==> src/assert_macros.svh <==
// Concurrent assertion helpers
`ifndef ASSERT_MACROS_SVH
`define ASSERT_MACROS_SVH

`ifndef SYNTHESIS

`define SVCP_ASSERT(lbl, clk, rstn, prop) \
    lbl: assert property (@(posedge clk) disable iff (!(rstn)) (prop)) \
        else $error("svcp assertion violated");

`define SVCP_ASSERT_ALWAYS(lbl, clk, prop) \
    lbl: assert property (@(posedge clk) (prop)) \
        else $error("svcp assertion violated");

`else

`define SVCP_ASSERT(lbl, clk, rstn, prop)

`define SVCP_ASSERT_ALWAYS(lbl, clk, prop)

`endif

`endif

==> src/svcp_pkg.sv <==
package svcp_pkg;

    localparam logic [7:0] CHAR_NUL    = 8'h00;
    localparam logic [7:0] CHAR_HASH   = 8'h23;
    localparam logic [7:0] CHAR_P      = 8'h50;
    localparam logic [7:0] CHAR_T      = 8'h54;
    localparam logic [7:0] CHAR_BANG   = 8'h21;
    localparam logic [7:0] CHAR_LBRACE = 8'h7B;
    localparam logic [7:0] CHAR_LT     = 8'h3C;
    localparam logic [7:0] CHAR_RBRACE = 8'h7D;
    localparam logic [7:0] CHAR_GT     = 8'h3E;
    localparam logic [7:0] CHAR_ZERO   = 8'h30;

    localparam logic [7:0] SERVO_COUNT_RESET = 8'd32;

    typedef enum logic [4:0] {
        MODE_OUTSIDE = 5'b00001,
        MODE_GROUP   = 5'b00010,
        MODE_INDEX   = 5'b00100,
        MODE_POS     = 5'b01000,
        MODE_TIME    = 5'b10000
    } mode_t;

    typedef struct packed {
        logic [7:0] rx_byte;
    } rx_req_t;

    typedef struct packed {
        logic [7:0] servo_count;
    } cfg_req_t;

    typedef struct packed {
        logic [7:0]         servo_index;
        logic signed [31:0] target_position;
        logic [15:0]        move_time;
    } cmd_req_t;

    typedef struct packed {
        logic       valid;
        logic [7:0] rx_byte;
    } byte_slot_t;

    typedef struct packed {
        logic     valid;
        cmd_req_t cmd;
    } parse_res_t;

    // acc * 10 + digit, wrapping at 32 bits
    function automatic logic [31:0] next_digit(input logic [31:0] acc, input logic [7:0] b);
        logic [31:0] sum;
        sum = (acc << 3) + (acc << 1) + {24'd0, b} - {24'd0, CHAR_ZERO};
        return sum;
    endfunction

endpackage

==> src/svcp_stream_if.sv <==
interface svcp_stream_if #(
    parameter type payload_t = svcp_pkg::rx_req_t
);
    logic     valid;
    logic     ready;
    payload_t payload;

    modport source (
        output valid,
        output payload,
        input  ready
    );

    modport sink (
        input  valid,
        input  payload,
        output ready
    );
endinterface

==> src/svcp_in_reg.sv <==
module svcp_in_reg (
    input  logic                clk,
    input  logic                rst_n,
    input  logic                req_valid,
    input  logic [7:0]          req_byte,
    input  logic                advance,
    output logic                req_ready,
    output svcp_pkg::byte_slot_t slot
);
    import svcp_pkg::*;

    logic       valid_reg;
    logic       valid_next;
    logic [7:0] byte_reg;
    logic       load;

    assign req_ready  = !valid_reg || advance;
    assign load       = req_valid && req_ready;
    assign valid_next = load ? 1'b1 : (advance ? 1'b0 : valid_reg);

    always_ff @(posedge clk or negedge rst_n)
    begin
        if (!rst_n)
        begin
            valid_reg <= 1'b0;
        end
        else
        begin
            valid_reg <= valid_next;
        end
    end

    always_ff @(posedge clk)
    begin
        if (load)
        begin
            byte_reg <= req_byte;
        end
    end

    // present the request only when it is consumed this cycle
    assign slot.valid   = valid_reg && advance;
    assign slot.rx_byte = byte_reg;
endmodule

==> src/svcp_parse_core.sv <==
module svcp_parse_core (
    input  logic                 clk,
    input  logic                 rst_n,
    input  svcp_pkg::byte_slot_t slot,
    input  logic [7:0]           servo_count,
    output svcp_pkg::parse_res_t res
);
    import svcp_pkg::*;

    mode_t       mode_reg;
    mode_t       mode_next;
    logic [15:0] index_reg;
    logic [15:0] index_next;
    logic [31:0] pos_reg;
    logic [31:0] pos_next;
    logic [15:0] time_reg;
    logic [15:0] time_next;
    logic [31:0] index_step;
    logic [31:0] pos_step;
    logic [31:0] time_step;

    assign index_step = next_digit({16'd0, index_reg}, slot.rx_byte);
    assign pos_step   = next_digit(pos_reg, slot.rx_byte);
    assign time_step  = next_digit({16'd0, time_reg}, slot.rx_byte);

    always_comb
    begin
        mode_next                   = mode_reg;
        index_next                  = index_reg;
        pos_next                    = pos_reg;
        time_next                   = time_reg;
        res.valid                   = 1'b0;
        res.cmd.servo_index         = index_reg[7:0];
        res.cmd.target_position     = pos_reg;
        res.cmd.move_time           = time_reg;
        if (slot.valid)
        begin
            if (slot.rx_byte == CHAR_NUL)
            begin
                mode_next  = MODE_OUTSIDE;
                index_next = 16'd0;
                pos_next   = 32'd0;
                time_next  = 16'd0;
            end
            else
            begin
                unique case (mode_reg)
                    MODE_GROUP:
                    begin
                        if (slot.rx_byte == CHAR_HASH)
                        begin
                            mode_next  = MODE_INDEX;
                            index_next = 16'd0;
                        end
                        else if (slot.rx_byte == CHAR_RBRACE || slot.rx_byte == CHAR_GT)
                        begin
                            mode_next = MODE_OUTSIDE;
                        end
                    end
                    MODE_INDEX:
                    begin
                        if (slot.rx_byte == CHAR_P)
                        begin
                            mode_next = MODE_POS;
                            pos_next  = 32'd0;
                        end
                        else
                        begin
                            index_next = index_step[15:0];
                        end
                    end
                    MODE_POS:
                    begin
                        if (slot.rx_byte == CHAR_T)
                        begin
                            mode_next = MODE_TIME;
                            time_next = 16'd0;
                        end
                        else
                        begin
                            pos_next = pos_step;
                        end
                    end
                    MODE_TIME:
                    begin
                        if (slot.rx_byte == CHAR_BANG)
                        begin
                            mode_next = MODE_GROUP;
                            res.valid = (index_reg < {8'd0, servo_count});
                        end
                        else
                        begin
                            time_next = time_step[15:0];
                        end
                    end
                    default:
                    begin
                        if (slot.rx_byte == CHAR_LBRACE || slot.rx_byte == CHAR_LT)
                        begin
                            mode_next = MODE_GROUP;
                        end
                        else
                        begin
                            mode_next = MODE_OUTSIDE;
                        end
                    end
                endcase
            end
        end
    end

    always_ff @(posedge clk or negedge rst_n)
    begin
        if (!rst_n)
        begin
            mode_reg  <= MODE_OUTSIDE;
            index_reg <= 16'd0;
            pos_reg   <= 32'd0;
            time_reg  <= 16'd0;
        end
        else
        begin
            mode_reg  <= mode_next;
            index_reg <= index_next;
            pos_reg   <= pos_next;
            time_reg  <= time_next;
        end
    end
endmodule

==> src/svcp_out_reg.sv <==
module svcp_out_reg (
    input  logic                 clk,
    input  logic                 rst_n,
    input  svcp_pkg::parse_res_t res,
    input  logic                 out_ready,
    output logic                 advance,
    output logic                 out_valid,
    output svcp_pkg::cmd_req_t   out_cmd
);
    import svcp_pkg::*;

    logic     valid_reg;
    logic     valid_next;
    cmd_req_t cmd_reg;

    assign advance    = !valid_reg || out_ready;
    assign valid_next = advance ? res.valid : valid_reg;

    always_ff @(posedge clk or negedge rst_n)
    begin
        if (!rst_n)
        begin
            valid_reg <= 1'b0;
        end
        else
        begin
            valid_reg <= valid_next;
        end
    end

    // hold the result until taken
    always_ff @(posedge clk)
    begin
        if (advance && res.valid)
        begin
            cmd_reg <= res.cmd;
        end
    end

    assign out_valid = valid_reg;
    assign out_cmd   = cmd_reg;
endmodule

==> src/servo_command_parser_unit.sv <==
// Servo command parser.
// rx  : sink of text bytes, one request per character; a zero byte ends the message.
// cmd : source of decoded commands (servo_index, target_position, move_time),
//       one request per '#..P..T..!' inside a '{'/'<' group with index below servo_count.
// cfg : write of servo_count; always ready; write only while the block is idle.
// Result path: a '!' accepted on rx is held in the input register, then decoded into the
//              output register, which drives cmd.valid.
// Throughput: one byte per cycle while cmd is not stalled; the decode between the input
//             register and the output register is combinational.
// Reset: group closed, all field accumulators zero, servo_count back to 32.
// Stall: while cmd is held, the result stays put, one more byte is buffered in the
//        input register, then rx.ready drops until cmd.ready returns.
`include "assert_macros.svh"

module servo_command_parser_unit (
    input logic          clk,
    input logic          rst_n,
    svcp_stream_if.sink   cfg,
    svcp_stream_if.sink   rx,
    svcp_stream_if.source cmd
);
    import svcp_pkg::*;

    logic       [7:0] servo_count_reg;
    logic       [7:0] servo_count_next;
    logic             advance;
    byte_slot_t       slot;
    parse_res_t       res;
    cmd_req_t         out_cmd;

    assign cfg.ready        = 1'b1;
    assign servo_count_next = (cfg.valid && cfg.ready) ? cfg.payload.servo_count
                                                       : servo_count_reg;

    always_ff @(posedge clk or negedge rst_n)
    begin
        if (!rst_n)
        begin
            servo_count_reg <= SERVO_COUNT_RESET;
        end
        else
        begin
            servo_count_reg <= servo_count_next;
        end
    end

    svcp_in_reg u_in_reg (
        .clk       (clk),
        .rst_n     (rst_n),
        .req_valid (rx.valid),
        .req_byte  (rx.payload.rx_byte),
        .advance   (advance),
        .req_ready (rx.ready),
        .slot      (slot)
    );

    svcp_parse_core u_parse_core (
        .clk         (clk),
        .rst_n       (rst_n),
        .slot        (slot),
        .servo_count (servo_count_reg),
        .res         (res)
    );

    svcp_out_reg u_out_reg (
        .clk       (clk),
        .rst_n     (rst_n),
        .res       (res),
        .out_ready (cmd.ready),
        .advance   (advance),
        .out_valid (cmd.valid),
        .out_cmd   (out_cmd)
    );

    assign cmd.payload = out_cmd;

    `SVCP_ASSERT(a_res_on_bang, clk, rst_n, res.valid |-> (slot.valid && slot.rx_byte == CHAR_BANG))
    `SVCP_ASSERT(a_res_index_ok, clk, rst_n, res.valid |-> (res.cmd.servo_index < servo_count_reg))
    `SVCP_ASSERT(a_res_needs_room, clk, rst_n, res.valid |-> advance)
    `SVCP_ASSERT(a_stall_blocks_rx, clk, rst_n, (slot.valid == 1'b0 && !advance && rx.ready) |-> !u_in_reg.valid_reg)
endmodule

==> src/flat_wrapper.sv <==
// flat-port wrapper written by rule: the top's interface ports become plain ports
module servo_command_parser_unit_flat import svcp_pkg::*;
  (clk, rst_n, cfg_valid, cfg_payload, cfg_ready, rx_valid, rx_payload, rx_ready, cmd_valid, cmd_payload, cmd_ready);
  svcp_stream_if #(.payload_t(cfg_req_t)) cfg_i ();
  svcp_stream_if #(.payload_t(rx_req_t)) rx_i ();
  svcp_stream_if #(.payload_t(cmd_req_t)) cmd_i ();
  input logic clk;
  input logic rst_n;
  input wire logic [$bits(cfg_i.valid)-1:0] cfg_valid;
  input wire logic [$bits(cfg_i.payload)-1:0] cfg_payload;
  output wire logic [$bits(cfg_i.ready)-1:0] cfg_ready;
  input wire logic [$bits(rx_i.valid)-1:0] rx_valid;
  input wire logic [$bits(rx_i.payload)-1:0] rx_payload;
  output wire logic [$bits(rx_i.ready)-1:0] rx_ready;
  output wire logic [$bits(cmd_i.valid)-1:0] cmd_valid;
  output wire logic [$bits(cmd_i.payload)-1:0] cmd_payload;
  input wire logic [$bits(cmd_i.ready)-1:0] cmd_ready;
  assign cfg_i.valid = cfg_valid;
  assign cfg_i.payload = cfg_payload;
  assign cfg_ready = cfg_i.ready;
  assign rx_i.valid = rx_valid;
  assign rx_i.payload = rx_payload;
  assign rx_ready = rx_i.ready;
  assign cmd_valid = cmd_i.valid;
  assign cmd_payload = cmd_i.payload;
  assign cmd_i.ready = cmd_ready;
  servo_command_parser_unit u_core (.clk(clk), .rst_n(rst_n), .cfg(cfg_i), .rx(rx_i), .cmd(cmd_i));
endmodule
==> config.mk <==
export PLATFORM = sky130hd
export DESIGN_NAME = servo_command_parser_unit_flat
export DESIGN_NICKNAME = d
export VERILOG_FILES = /design/src/svcp_pkg.sv /design/src/svcp_stream_if.sv /design/src/svcp_in_reg.sv /design/src/svcp_parse_core.sv /design/src/svcp_out_reg.sv /design/src/servo_command_parser_unit.sv /design/src/flat_wrapper.sv
export VERILOG_INCLUDE_DIRS = /design/src /design/src/src
export SDC_FILE = /design/constraint.sdc
export NUM_CORES = 1
export LEC_CHECK = 0
export BUFFER_PORTS_ARGS = -buffer_cell sky130_fd_sc_hd__buf_2
export CORE_MARGIN = 2
export CORE_UTILIZATION = 60
export CTS_BUF_LIST = sky130_fd_sc_hd__clkbuf_16
export CTS_CLUSTER_DIAMETER = 80
export DETAILED_ROUTE_END_ITERATION = 12
export PLACE_DENSITY = 0.8
export SYNTH_ARGS = -nofsm -noshare
export SYNTH_HDL_FRONTEND = slang
export SYNTH_HIERARCHICAL = 1
export SYNTH_SLANG_ARGS = --single-unit
==> constraint.sdc <==
create_clock -name clk -period 4.2 [get_ports clk]
set_input_delay 0.63 -clock clk [delete_from_list [all_inputs] [get_ports clk]]
set_output_delay 0.63 -clock clk [all_outputs]
set_load 0.1 [all_outputs]
==> results of run 1 <==
## layer usage
metal | wire length, µm | up-vias
li1 | - | 3592
met1 | 9290 | 3459
met2 | 9450 | 232
met3 | 1110 | 46
met4 | 468 | 0
met5 | 0 | -
## cell usage after synthesis, drive strengths merged, types with 10 or more instances
cell type / instances / area (µm²)
inv: 173 / 649
ha: 157 / 1960
nand2: 87 / 332
dfrtp: 77 / 1930
edfxtp: 64 / 1920
o21ai: 60 / 304
a21oi: 49 / 245
nor2: 37 / 139
xnor2: 35 / 307
buf: 23 / 160
a21o: 22 / 168
xor2: 22 / 193
o31ai: 19 / 143
fa: 18 / 360
nand2b: 15 / 109
nand3: 13 / 65.1
mux2: 12 / 165
clkbuf: 11 / 43.8
nand4: 11 / 68.8
a22o: 10 / 87.6
## cells by family after synthesis
group	count (synthesis)	synth area share [%]
other	1	0.0370
and+or+nand+nor	203	9.93
AOI/OAI and AO/OA	209	13.4
xor gates and xnor gates	57	4.92
buffers and inverters	209	8.62
adders and majority gates	175	22.9
DFF	143	38.4
muxes	13	1.73
## through the flow
stage	power [µW]	worst slack, ns
floorplan	1750	0.684
global placement	1820	0.542
detailed placement	1830	0.373
CTS	3260	0.351
global route	3360	0.0307
finish	3230	0.286
## power groups by stage
stage	combinational (µW)	clock, µW	sequential (µW)
3_5_place_dp	314	0	1510
5_1_grt	360	1520	1490
6_report	321	1420	1490
2_1_floorplan	236	0	1510
3_3_place_gp	308	0	1510
4_1_cts	321	1450	1490
## layout make-up
cell class              count  area, µm²
repair buffers             82        423
fillers                  1299       5390
flip-flops and latches    143       3900
inverters                 173        649
multi-input cells         658       5390
well taps                 220        275
clock buffers              19        475
clock inverters            13       83.8
## cell usage in the layout (no fill, tap or decap), types with 7 or more instances in the layout
cell                        count
sky130_fd_sc_hd__nand2_1       85
sky130_fd_sc_hd__inv_1        174
sky130_fd_sc_hd__mux2_4         8
sky130_fd_sc_hd__dfrtp_1       77
sky130_fd_sc_hd__o21ai_0       58
sky130_fd_sc_hd__nand4_1       11
sky130_fd_sc_hd__o21bai_1       9
sky130_fd_sc_hd__a21oi_1       49
sky130_fd_sc_hd__a21o_1        20
sky130_fd_sc_hd__xor2_1        22
sky130_fd_sc_hd__nor3_1         8
sky130_fd_sc_hd__o21a_1         7
sky130_fd_sc_hd__nor2_1        37
sky130_fd_sc_hd__buf_2         77
sky130_fd_sc_hd__o31ai_1       18
sky130_fd_sc_hd__nand3_1       13
sky130_fd_sc_hd__ha_1         157
sky130_fd_sc_hd__clkbuf_16     19
sky130_fd_sc_hd__a22o_1        10
sky130_fd_sc_hd__fa_1          18
sky130_fd_sc_hd__edfxtp_1      64
sky130_fd_sc_hd__nand2b_1      13
sky130_fd_sc_hd__xnor2_1       35
## how the worst min path moves through the flow
stage	end	slack [ns]	depth (start not counted)
2_1_floorplan	u_core/servo_count_reg[0]	0.33	0
5_1_grt	u_core/u_in_reg/byte_reg[4]	0.38	1
3_3_place_gp	u_core/u_out_reg/out_cmd[15]	0.43	0
3_5_place_dp	u_core/u_out_reg/out_cmd[15]	0.45	0
6_report	u_core/u_parse_core/pos_reg[11]	0.40	1
4_1_cts	u_core/u_in_reg/byte_reg[4]	0.38	1
==> results.txt, run 1 <==
* Result of the run: finished clean
- For this run, the top clock speed supported by timing is 0.255 GHz.
* Number of iterations in the first detailed-routing pass: 5
- The count of buffers added on input and output ports is 78.
- The critical path goes through inv_1 -> fa_1 -> inv_1 -> ha_1 -> ha_1 -> inv_1 -> fa_1 -> nand2b_1 -> a21oi_1 -> o2111ai_1 -> o21ai_2 -> a221oi_2 -> o41ai_2 -> xnor2_1 -> o21ai_1.
* Number of distinct library cells after synthesis: 73
- In this run the core area contains 47 standard-cell rows.
* Maximum count of clock buffers along a single path: 2
- The number of antenna diodes in the final layout is 0.
- Reg2reg setup slack: 0.29 ns
* Final critical-path required period: 3.91 ns
- The detailed router finished its first iteration with 522 violations.
* Crit-path most repeated cell: sky130_fd_sc_hd__inv_1
* Relative contribution of the clock network to total power: 43.9%
* Sequential fraction of design power: 46.1%
- Layout cells sized above 1: 13.2%
- Global routing finished with a remaining overflow of 0.
* Setup Crit Path Kind: register to register
* RSZ-0062 raised after global routing: false
- GRT Max-Usage Layer: met2
- Clock root buffer: sky130_fd_sc_hd__clkbuf_16
* Slew at the pin closest to its max-slew limit: 1.15 ns
* Worst-case hold slack: 0.402 ns
- CTS sink cnt: 143
- Antenna viol nets, final: 0
- Global routing consumed, over all layers together, 23.8% of the routing resources.
- GR met1 Demand/Resource: 32.2%
* Vias in the first global route: 7042
* Number of hold violations in the final report: 0
* Combinational Power Share: 10.0%
- The critical path contains buffers and inverters numbering 3 combined.
- Switching Fraction: 24.6%
- Psw: 794 µW
* FFs w/ async S/R, synth: 55.2%
- Leakage Power: 0.00562 µW
- The placed instances occupy a cell area of 10600 µm².
- For the worst setup path, the data required time is 4.50 ns.
- Once placement completed, the tool counted placed cells totaling 1276.
- Area of all placed cells without fillers: 11200 µm²
* # Post-CTS Setup Buffers: 0
* End of the critical path: u_core/u_parse_core/pos_reg[31]
* Clock edge transition at the registers on the reported setup and hold paths: 0.06 ns
- The first global-routing pass estimated 33800 µm of wire.
- STA classifies the critical path endpoint as a register.
- Dividing the detail-routed via count by the number of cells gives 5.60.
- Tcrit/Tclk final: 93.2%
* Post-synthesis average cell area: 10.0 µm²
- Along the worst path, the maximum fanout reaches 5.
* Number of warnings issued by yosys: 6
* Post-Syn Nets: 1206
* Max FFs per register: 56
* Number of storage elements in the synthesis netlist: 143
- Maximum number of pins on one net before global-route repair: 80
- TritonCTS built the clock tree.
- In this run the worst setup path begins at u_core/u_in_reg/byte_reg[3].
- Setup violations remaining at the end of the flow were counted as 0.
- Measured against its own limit, the worst slew margin works out to 23.1%.
- At the worst endpoint, the arrival time is 4.22 ns.
- Area of the placeable core: 16600 µm²
* Post-route DRC: 0
* Final Non-Filler Cells: 1308
- Clock Skews: 0.00854 ns
- Once the floorplan was initialized, standard cells occupied 61.2% of the core.
- CP Depth: 15
- Mean routed wirelength per cell: 15.5 µm
- Detailed placement ended at an HPWL of 14700 µm.
- Sequential elements use 38.4% of the synthesized area.
- Critical register-to-register path endpoint: u_core/u_parse_core/pos_reg[31]
- Worst-case vdd ir drop: 0.000286 V
- Startpoint class of the critical path: register
* Number of antenna violations at the first check in global routing: 0
- Internal Pwr Total: 2430 µW
* Worst path max stage delay: 0.54 ns
* Level count of the clock H-tree: 4
* Launch instance of the worst register-to-register path: u_core/u_in_reg/byte_reg[3]
* Area added between synthesis and finish: 10.3%
* Synth Cell Area: 10100 µm²
* I/O pin count: 80
- At the later pin of the worst-skew pair, clock insertion delay measures 0.43 ns.
- Hold/Removal Path Class: input port to asynchronous set/reset pin
* Vertical die dimension: 134 µm
- Total number of vias: 7329
- In the synthesized netlist, the number of instances is 1010.
- At the end of the flow, the number of nets in the layout was 1271.
* Post-synth EDFFs: 64
- At the end of routability-driven placement, the weighted congestion stood at 0.899.
- For this block, the routed nets add up to 20300 µm of wire.
- Buffers inserted to repair hold after CTS numbered 0.
- Die boundary width: 134 µm
* Area of the die: 18000 µm²
* Met3 track utilization from global routing: 3.59%
* Met2 layer usage reported by global route: 39.2%
- Total negative setup slack: 0 ns
- Dividing total power by cell area gives a power density of 288 nW/µm².
- The final number of max-transition violations was 0.
* End-of-flow core utilization: 67.5%
- The number of gates resized after CTS was 0.
- Number of CTS-inserted buffers: 17
- Cell family with the largest share of critical-path delay: adder cells
* Ys flop type: sky130_fd_sc_hd__dfrtp_1
* Register-to-Register Path Depth: 15
- Max-Cap Viols: 0
- Slowest cell on the critical path: sky130_fd_sc_hd__fa_1
Power figures use the tool's default switching activity.
==> run 2: changes to the inputs <==
Settings changed: BUFFER_PORTS_ARGS -buffer_cell sky130_fd_sc_hd__buf_2 to unset, DONT_BUFFER_PORTS set to 1, PLACE_DENSITY 0.8 to 0.76.
==> results.txt, run 2 (same netlist as run 1, synthesis figures left out) <==
- The count of vias placed by the detailed router was 7066 (-3.6%).
- The largest net degree at the start of global routing was 78 (-2.5%).
- The arrival time of the worst setup path was 4.07 ns (-0.15 ns).
- The peak supply drop is 0.000300 V (+4.8%).
- The port buffer count came to 0 (-100%).
- Max FFs per register: 56 (unchanged)
* Top library cells by usage in the layout, fill and taps aside: sky130_fd_sc_hd__inv_1, sky130_fd_sc_hd__ha_1, sky130_fd_sc_hd__nand2_1, sky130_fd_sc_hd__dfrtp_1, sky130_fd_sc_hd__edfxtp_1
- Crit-path most repeated cell: sky130_fd_sc_hd__inv_1
- The leakage power summed over all cells was 0.00527 µW (-6.3%).
- CTS tree: yes
- The slowest stage of the critical path is the sky130_fd_sc_hd__fa_1 cell.
- Hold/Removal Path Class: input port to asynchronous set/reset pin
* Layout cells sized above 1: 7.02% (-6.2 points)
- Post-Route M1 WL: 9170 µm (-1.3%)
- Vias in the first global route: 7036 (-0.085%)
- Wire length of the first global-routing pass: 34100 µm (+1.0%)
- The final standard cell count with taps included and fillers excluded came to 1232 (-5.8%).
* Detailed route wirelength on metal2: 9630 µm (+1.9%)
- Slew at the pin closest to its max-slew limit: 0.959 ns (-0.192 ns)
- Antenna viol nets, final: 0 (unchanged)
* Nets: 1195 (-6.0%)
- Result of the run: finished clean
- In this run the critical register-to-register path is captured at u_core/u_parse_core/pos_reg[31].
* Area added between synthesis and finish: 6.86%
* Register-to-Register Path Depth: 15 (unchanged)
- Setup repair after global routing left no endpoint under its margin.
- The detailed route wirelength on metal3 is 1100 µm (-0.54%).
* Post-layout worst setup margin: 0.434 ns (+0.148 ns)
- The placer's final routability congestion estimate came to 0.886 (-1.4%).
* FP Rows: 47 (unchanged)
- The period utilization is 89.7% (-3.5 points).
- The highest metal layer carrying signal wires in the routed design is met4.
- The standard cell core area is 16600 µm² (unchanged).
- The largest fanout on the critical path is 5 (unchanged).
- Buffering stage count on the worst path with inverters included: 3 (unchanged)
- Initial core utilization: 61.2% (unchanged)
- The library cell used most frequently in the layout, excluding fill and tap cells, is sky130_fd_sc_hd__inv_1.
* Number of hold violations in the final report: 0 (unchanged)
* Worst skew pair latency: 0.43 ns (about the same)
- The number of endpoints failing setup at the final stage came to 0 (unchanged).
- The total negative setup slack was 0 ns (unchanged).
- The y dimension of the die was 134 µm (unchanged).
- The critical path is of the register to register type.
- Post-route DRC: 0 (unchanged)
* Startpoint class of the critical path: register
- The number of maximum-capacitance constraint violations came to 0 (unchanged).
- The average routed wire per standard cell was 16.5 µm (+6.0%).
- Crit-path cells: inv_1 -> fa_1 -> inv_1 -> ha_1 -> ha_1 -> inv_1 -> fa_1 -> nand2b_1 -> a21oi_1 -> o2111ai_1 -> o21ai_2 -> a221oi_2 -> o41ai_2 -> xnor2_1 -> o21ai_1
- The maximum level of the CTS H-tree came to 4 (unchanged).
- The die span in x was 134 µm (unchanged).
* Launch instance of the worst register-to-register path: u_core/u_in_reg/byte_reg[3]
* Peak Freq: 0.266 GHz (+3.9%)
* Maximum count of clock buffers along a single path: 2 (unchanged)
- The placement-stage cell area came to 10200 µm² (-3.6%).
- In this run the clock root is driven by a sky130_fd_sc_hd__clkbuf_16.
* Half-perimeter wire length after detailed placement: 14700 µm (-0.30%)
- The number of sinks handled by clock tree synthesis was 143 (unchanged).
- The power density normalized to cell area came to 299 nW/µm² (+3.9%).
- The final wirelength was 20300 µm (-0.12%).
- Number of antenna violations at the first check in global routing: 1 (+1)
- Via density per instance: 5.74 (+2.4%)
* Area of the die: 18000 µm² (unchanged)
- Slew Viols, Final: 0 (unchanged)
* Cell family with the largest share of critical-path delay: adder cells
* Worst path max stage delay: 0.54 ns (about the same)
- Cell count after placement: 1199 (-6.0%)
* Overall fraction of global-route tracks in use: 24.0% (+0.18 points)
* I/O pin count: 80 (unchanged)
- The antenna cell count came to 0 (unchanged).
- Worst EP required: 4.50 ns (about the same)
- Clock Skews: 0.0109 ns (+0.00231 ns)
- Endpoint class of the critical path: register
- Pre-CTS worst setup slack: 0.444 ns (+0.0706 ns)
* Crit path launch: u_core/u_in_reg/byte_reg[3]
* Final Power: 3250 µW (+0.62%)
* Clock edge transition at the registers on the reported setup and hold paths: 0.07 ns (about the same)
* Max-slew headroom at the worst pin: 36.1% (+13 points)
* Number of CTS-inserted buffers: 17 (unchanged)
* GR Overflow Total: 0 (unchanged)
- DR iter-0 viols: 450 (-14%)
* Number of iterations in the first detailed-routing pass: 5 (unchanged)
* Area of all placed cells without fillers: 10800 µm² (-3.1%)
* Reg2reg setup slack: 0.43 ns (+0.15 ns)
- The post-layout minimum cycle time is 3.77 ns (-0.148 ns).
[run 2: cell count changes in the layout (fill, tap and decap cells not counted)]
cell                         before  now
sky130_fd_sc_hd__buf_16           0    1
sky130_fd_sc_hd__buf_2           77    0
sky130_fd_sc_hd__clkbuf_16       19   17
sky130_fd_sc_hd__clkinv_1         2    0
sky130_fd_sc_hd__clkinv_2         2    0
sky130_fd_sc_hd__clkinv_8         0    1
sky130_fd_sc_hd__clkinvlp_4       2    0
sky130_fd_sc_hd__inv_1          174  173
sky130_fd_sc_hd__inv_6            1    6
sky130_fd_sc_hd__inv_8            0    3
[run 2: layout make-up]
type	count	area, µm²
Clock inverter	15	141
Tap cell	220	275
Fill cell	1326	5740
Sequential cell	143	3900
Inverter	173	649
Timing Repair Buffer	6	65.1
Multi-Input combinational cell	658	5390
Clock buffer	17	425
[run 2: worst register-to-register path: cells and delay by family (launching register included)]
kind                     cells  cell delay, ns
adder cells (fa/ha/maj)      4            1.34
XOR/XNOR                     1            0.15
buffers and inverters        3            0.22
flip-flops                   1            0.49
AO/OA/AOI/OAI                6            1.24
AND/OR/NAND/NOR              1            0.19
[run 2: report_power, final]
group	switching, µW	internal, µW
logic	176	136
registers	16.4	1470
clock network	661	786
[run 2: through the flow]
step	hold WS (ns)	util, %
3_3_place_gp	0.339	61.8
6_report	0.0363	65.4
5_1_grt	0.0148	65.4
4_1_cts	0.0210	65.4
2_1_floorplan	0.334	-
3_5_place_dp	0.339	61.8
[run 2: worst max-delay path by stage]
stage	endpoint	slack, ns	depth (start not counted)
2_1_floorplan	u_core/u_parse_core/pos_reg[29]	0.68	13
5_1_grt	u_core/u_parse_core/pos_reg[29]	0.16	15
4_1_cts	u_core/u_parse_core/pos_reg[31]	0.43	15
3_5_place_dp	u_core/u_parse_core/pos_reg[29]	0.44	15
6_report	u_core/u_parse_core/pos_reg[31]	0.43	15
3_3_place_gp	u_core/u_parse_core/pos_reg[29]	0.52	15
[run 2: routing by layer]
layer	vias up	global-route usage, %
met2	225	39.8
met1	3381	31.8
li1	3430	-
met5	-	0
met3	30	4.80
met4	0	7.95
[run 2: what timing repair did]
item | 4_1_cts | 5_1_grt
buffers inserted | 0 | 0
resized for setup | 0 | 0
hold buffers | 1 | 0
hold endpoints to repair | 77 | 0
endpoints found under the setup margin | 0 | 0
==> run 3: changes to the inputs <==
Settings changed: GPL_TIMING_DRIVEN set to 0.
==> results.txt, run 3 (same netlist as run 1, synthesis figures left out) <==
- Power density cells: 294 nW/µm² (-1.8%)
- Die boundary width: 134 µm (unchanged)
- Vias in the first global route: 7055 (+0.27%)
* Clock Skews: 0.00814 ns (-0.00271 ns)
* CTS sink cnt: 143 (unchanged)
* Count of input and output buffers: 0 (unchanged)
* FP Rows: 47 (unchanged)
* Arrival time of data at the critical path endpoint: 4.31 ns (+0.24 ns)
- Half-perimeter wire length after detailed placement: 14900 µm (+1.5%)
- Combinational Power Share: 9.8% (+0.2 points)
- The number of endpoints failing setup at the final stage is 0 (unchanged).
* Sequential fraction of design power: 45.9% (about the same)
- The cell-internal power is 2430 µW (+1.7%).
- Worst skew pair latency: 0.43 ns (about the same)
- The final standard cell count with taps included and fillers excluded was 1268 (+2.9%).
* Clock root buffer: sky130_fd_sc_hd__clkbuf_16
- Maximum fanout along the worst path: 5 (unchanged)
- Initial core utilization: 61.2% (unchanged)
- Setup Crit Path Kind: register to register
- Via density per instance: 5.69 (-0.79%)
- The first-pass GRT wire length was 34100 µm (about the same).
- Slew at the pin closest to its max-slew limit: 0.957 ns (-0.00163 ns)
* Area of the placeable core: 16600 µm² (unchanged)
- The period utilization is 95.4% (+5.8 points).
* Total Routed Length: 20500 µm (+0.91%)
- Fill count: 1303 (-1.7%)
* Max-Cap Viols: 0 (unchanged)
- The net switching power of the design was 814 µW (-4.7%).
* Area of the die: 18000 µm² (unchanged)
- The required time at the endpoint of the critical path was 4.50 ns (about the same).
* Clock edge transition at the registers on the reported setup and hold paths: 0.06 ns (about the same)
- Hold/Removal Path Class: input port to asynchronous set/reset pin
- Mean routed wirelength per cell: 16.1 µm (-2.0%)
- Leakage Power: 0.00539 µW (+2.4%)
- The flip-flop count of the largest register after layout was 56 (unchanged).
* Top library cells by usage in the layout, fill and taps aside: sky130_fd_sc_hd__inv_1, sky130_fd_sc_hd__ha_1, sky130_fd_sc_hd__nand2_1, sky130_fd_sc_hd__dfrtp_1, sky130_fd_sc_hd__edfxtp_1
- The flow ran to the end, and the final reports show no timing, DRC or antenna violations.
* Relative contribution of the clock network to total power: 44.3% (-0.3 points)
* Area added between synthesis and finish: 8.83%
- TritonCTS built the clock tree.
- Startpoint class of the critical path: register
* Overall fraction of global-route tracks in use: 23.9% (-0.11 points)
- Endpoint class of the critical path: register
* Switching Fraction: 25.1% (-1.2 points)
* Max-slew headroom at the worst pin: 36.2% (+0.11 points)
* Cell count after placement: 1230 (+2.6%)
- Total negative setup slack: 0 ns (unchanged)
- Multi-input combinational cell area: 5370 µm² (-0.26%)
- The maximum level of the CTS H-tree came to 4 (unchanged).
- Leaving out fill and tap cells, the most frequent cell in the layout is sky130_fd_sc_hd__inv_1.
- The number of instances resized during post-cts repair came to 0 (unchanged).
* Slew Viols, Final: 0 (unchanged)
* Layout cells sized above 1: 8.78% (+1.8 points)
- The y dimension of the die was 134 µm (unchanged).
- The maximum frequency from static timing analysis came to 0.249 GHz (-6.1%).
- Post-route DRC: 0 (unchanged)
* Number of antenna violations at the first check in global routing: 0 (-1)
- Number of iterations in the first detailed-routing pass: 7 (+2)
- The final-stage net count was 1231 (+3.0%).
* RSZ-0062 raised after global routing: false
- Number of hold violations in the final report: 0 (unchanged)
- DR iter-0 viols: 515 (+14%)
- The I/O pin count came to 80 (unchanged).
- The antenna cell count was 0 (unchanged).
- Maximum count of clock buffers along a single path: 2 (unchanged)
- The post-layout minimum cycle time was 4.01 ns (+0.243 ns).
- The count of vias placed by the detailed router is 7215 (+2.1%).
- Number of CTS-inserted buffers: 17 (unchanged)
- The sequential cell area was 3900 µm² (unchanged).
- Worst-case vdd ir drop: 0.000294 V (-2.2%)
- GR Overflow Total: 0 (unchanged)
* Antenna viol nets, final: 0 (unchanged)
- The placer's final routability congestion estimate came to 0.923 (+4.1%).
- The largest net degree at the start of global routing came to 78 (unchanged).
==> run 3: worst max-delay path, stage by stage, from the launching register on <==
cell and delay (ns):
sky130_fd_sc_hd__edfxtp_1 0.48, sky130_fd_sc_hd__inv_1 0.12, sky130_fd_sc_hd__fa_1 0.54, sky130_fd_sc_hd__inv_1 0.04
sky130_fd_sc_hd__ha_1 0.27, sky130_fd_sc_hd__ha_1 0.17, sky130_fd_sc_hd__inv_1 0.06, sky130_fd_sc_hd__fa_1 0.38
sky130_fd_sc_hd__nand2b_1 0.20, sky130_fd_sc_hd__a21oi_1 0.25, sky130_fd_sc_hd__o2111ai_1 0.28, sky130_fd_sc_hd__o21ai_2 0.36
sky130_fd_sc_hd__o31a_2 0.25, sky130_fd_sc_hd__o2111ai_1 0.18, sky130_fd_sc_hd__mux2i_1 0.19, sky130_fd_sc_hd__o311ai_1 0.12
==> run 3: power groups by stage <==
stage          combinational [µW]  sequential (µW)  clock [µW]
6_report                      319             1490        1440
5_1_grt                       357             1490        1530
3_3_place_gp                  280             1520           0
2_1_floorplan                 236             1510           0
3_5_place_dp                  286             1520           0
4_1_cts                       311             1490        1460
==> run 3: per-layer routing <==
metal | wire length [µm] | track usage, % | vias up
li1 | - | - | 3516
met1 | 9400 | 32.8 | 3434
met2 | 9780 | 39.4 | 236
met3 | 995 | 4.01 | 29
met4 | 305 | 7.02 | 0
met5 | 0 | 0 | -
==> run 3: timing repair <==
action                                 CTS  global route
buffers inserted                         0             5
setup endpoints to repair                0             2
hold buffers                             1             0
endpoints found under the hold margin   77             0
==> run 3: layout make-up <==
type	count	share of cell area, %
Multi-Input combinational cell	658	48.6
Tap cell	220	2.49
Clock inverter	15	1.18
Buffer	36	2.04
Inverter	173	5.88
Clock buffer	17	3.85
Timing Repair Buffer	6	0.589
Sequential cell	143	35.3
==> run 3: worst paths after layout <==
path                                                       start                          endpoint  cells after the start  slack, ns
worst min-delay path                                       rst_n         u_core/servo_count_reg[5]                      0       0.04
min in group clk                                   rx_payload[2]       u_core/u_in_reg/byte_reg[2]                      0       0.29
worst min register to register  u_core/u_parse_core/time_reg[15]      u_core/u_out_reg/out_cmd[15]                      0       0.45
worst max register to register       u_core/u_in_reg/byte_reg[3]   u_core/u_parse_core/pos_reg[29]                     15       0.19
worst max-delay path                 u_core/u_in_reg/byte_reg[3]   u_core/u_parse_core/pos_reg[29]                     15       0.19
max in group asynchronous                                  rst_n  u_core/u_parse_core/time_reg[11]                      1       3.77
==> run 3: stage by stage <==
stage | setup WS, ns | instance area, µm² | power, µW | utilization, % | hold slack, ns
global placement | 0.227 | 10400 | 1800 | 62.8 | 0.338
global route | 0.0648 | 11000 | 3370 | 66.6 | 0.0216
detailed placement | 0.168 | 10400 | 1800 | 62.8 | 0.337
CTS | 0.138 | 11000 | 3260 | 66.4 | 0.0289
floorplan | 0.684 | 10100 | 1750 | - | 0.334
finish | 0.191 | 11000 | 3250 | 66.6 | 0.0423
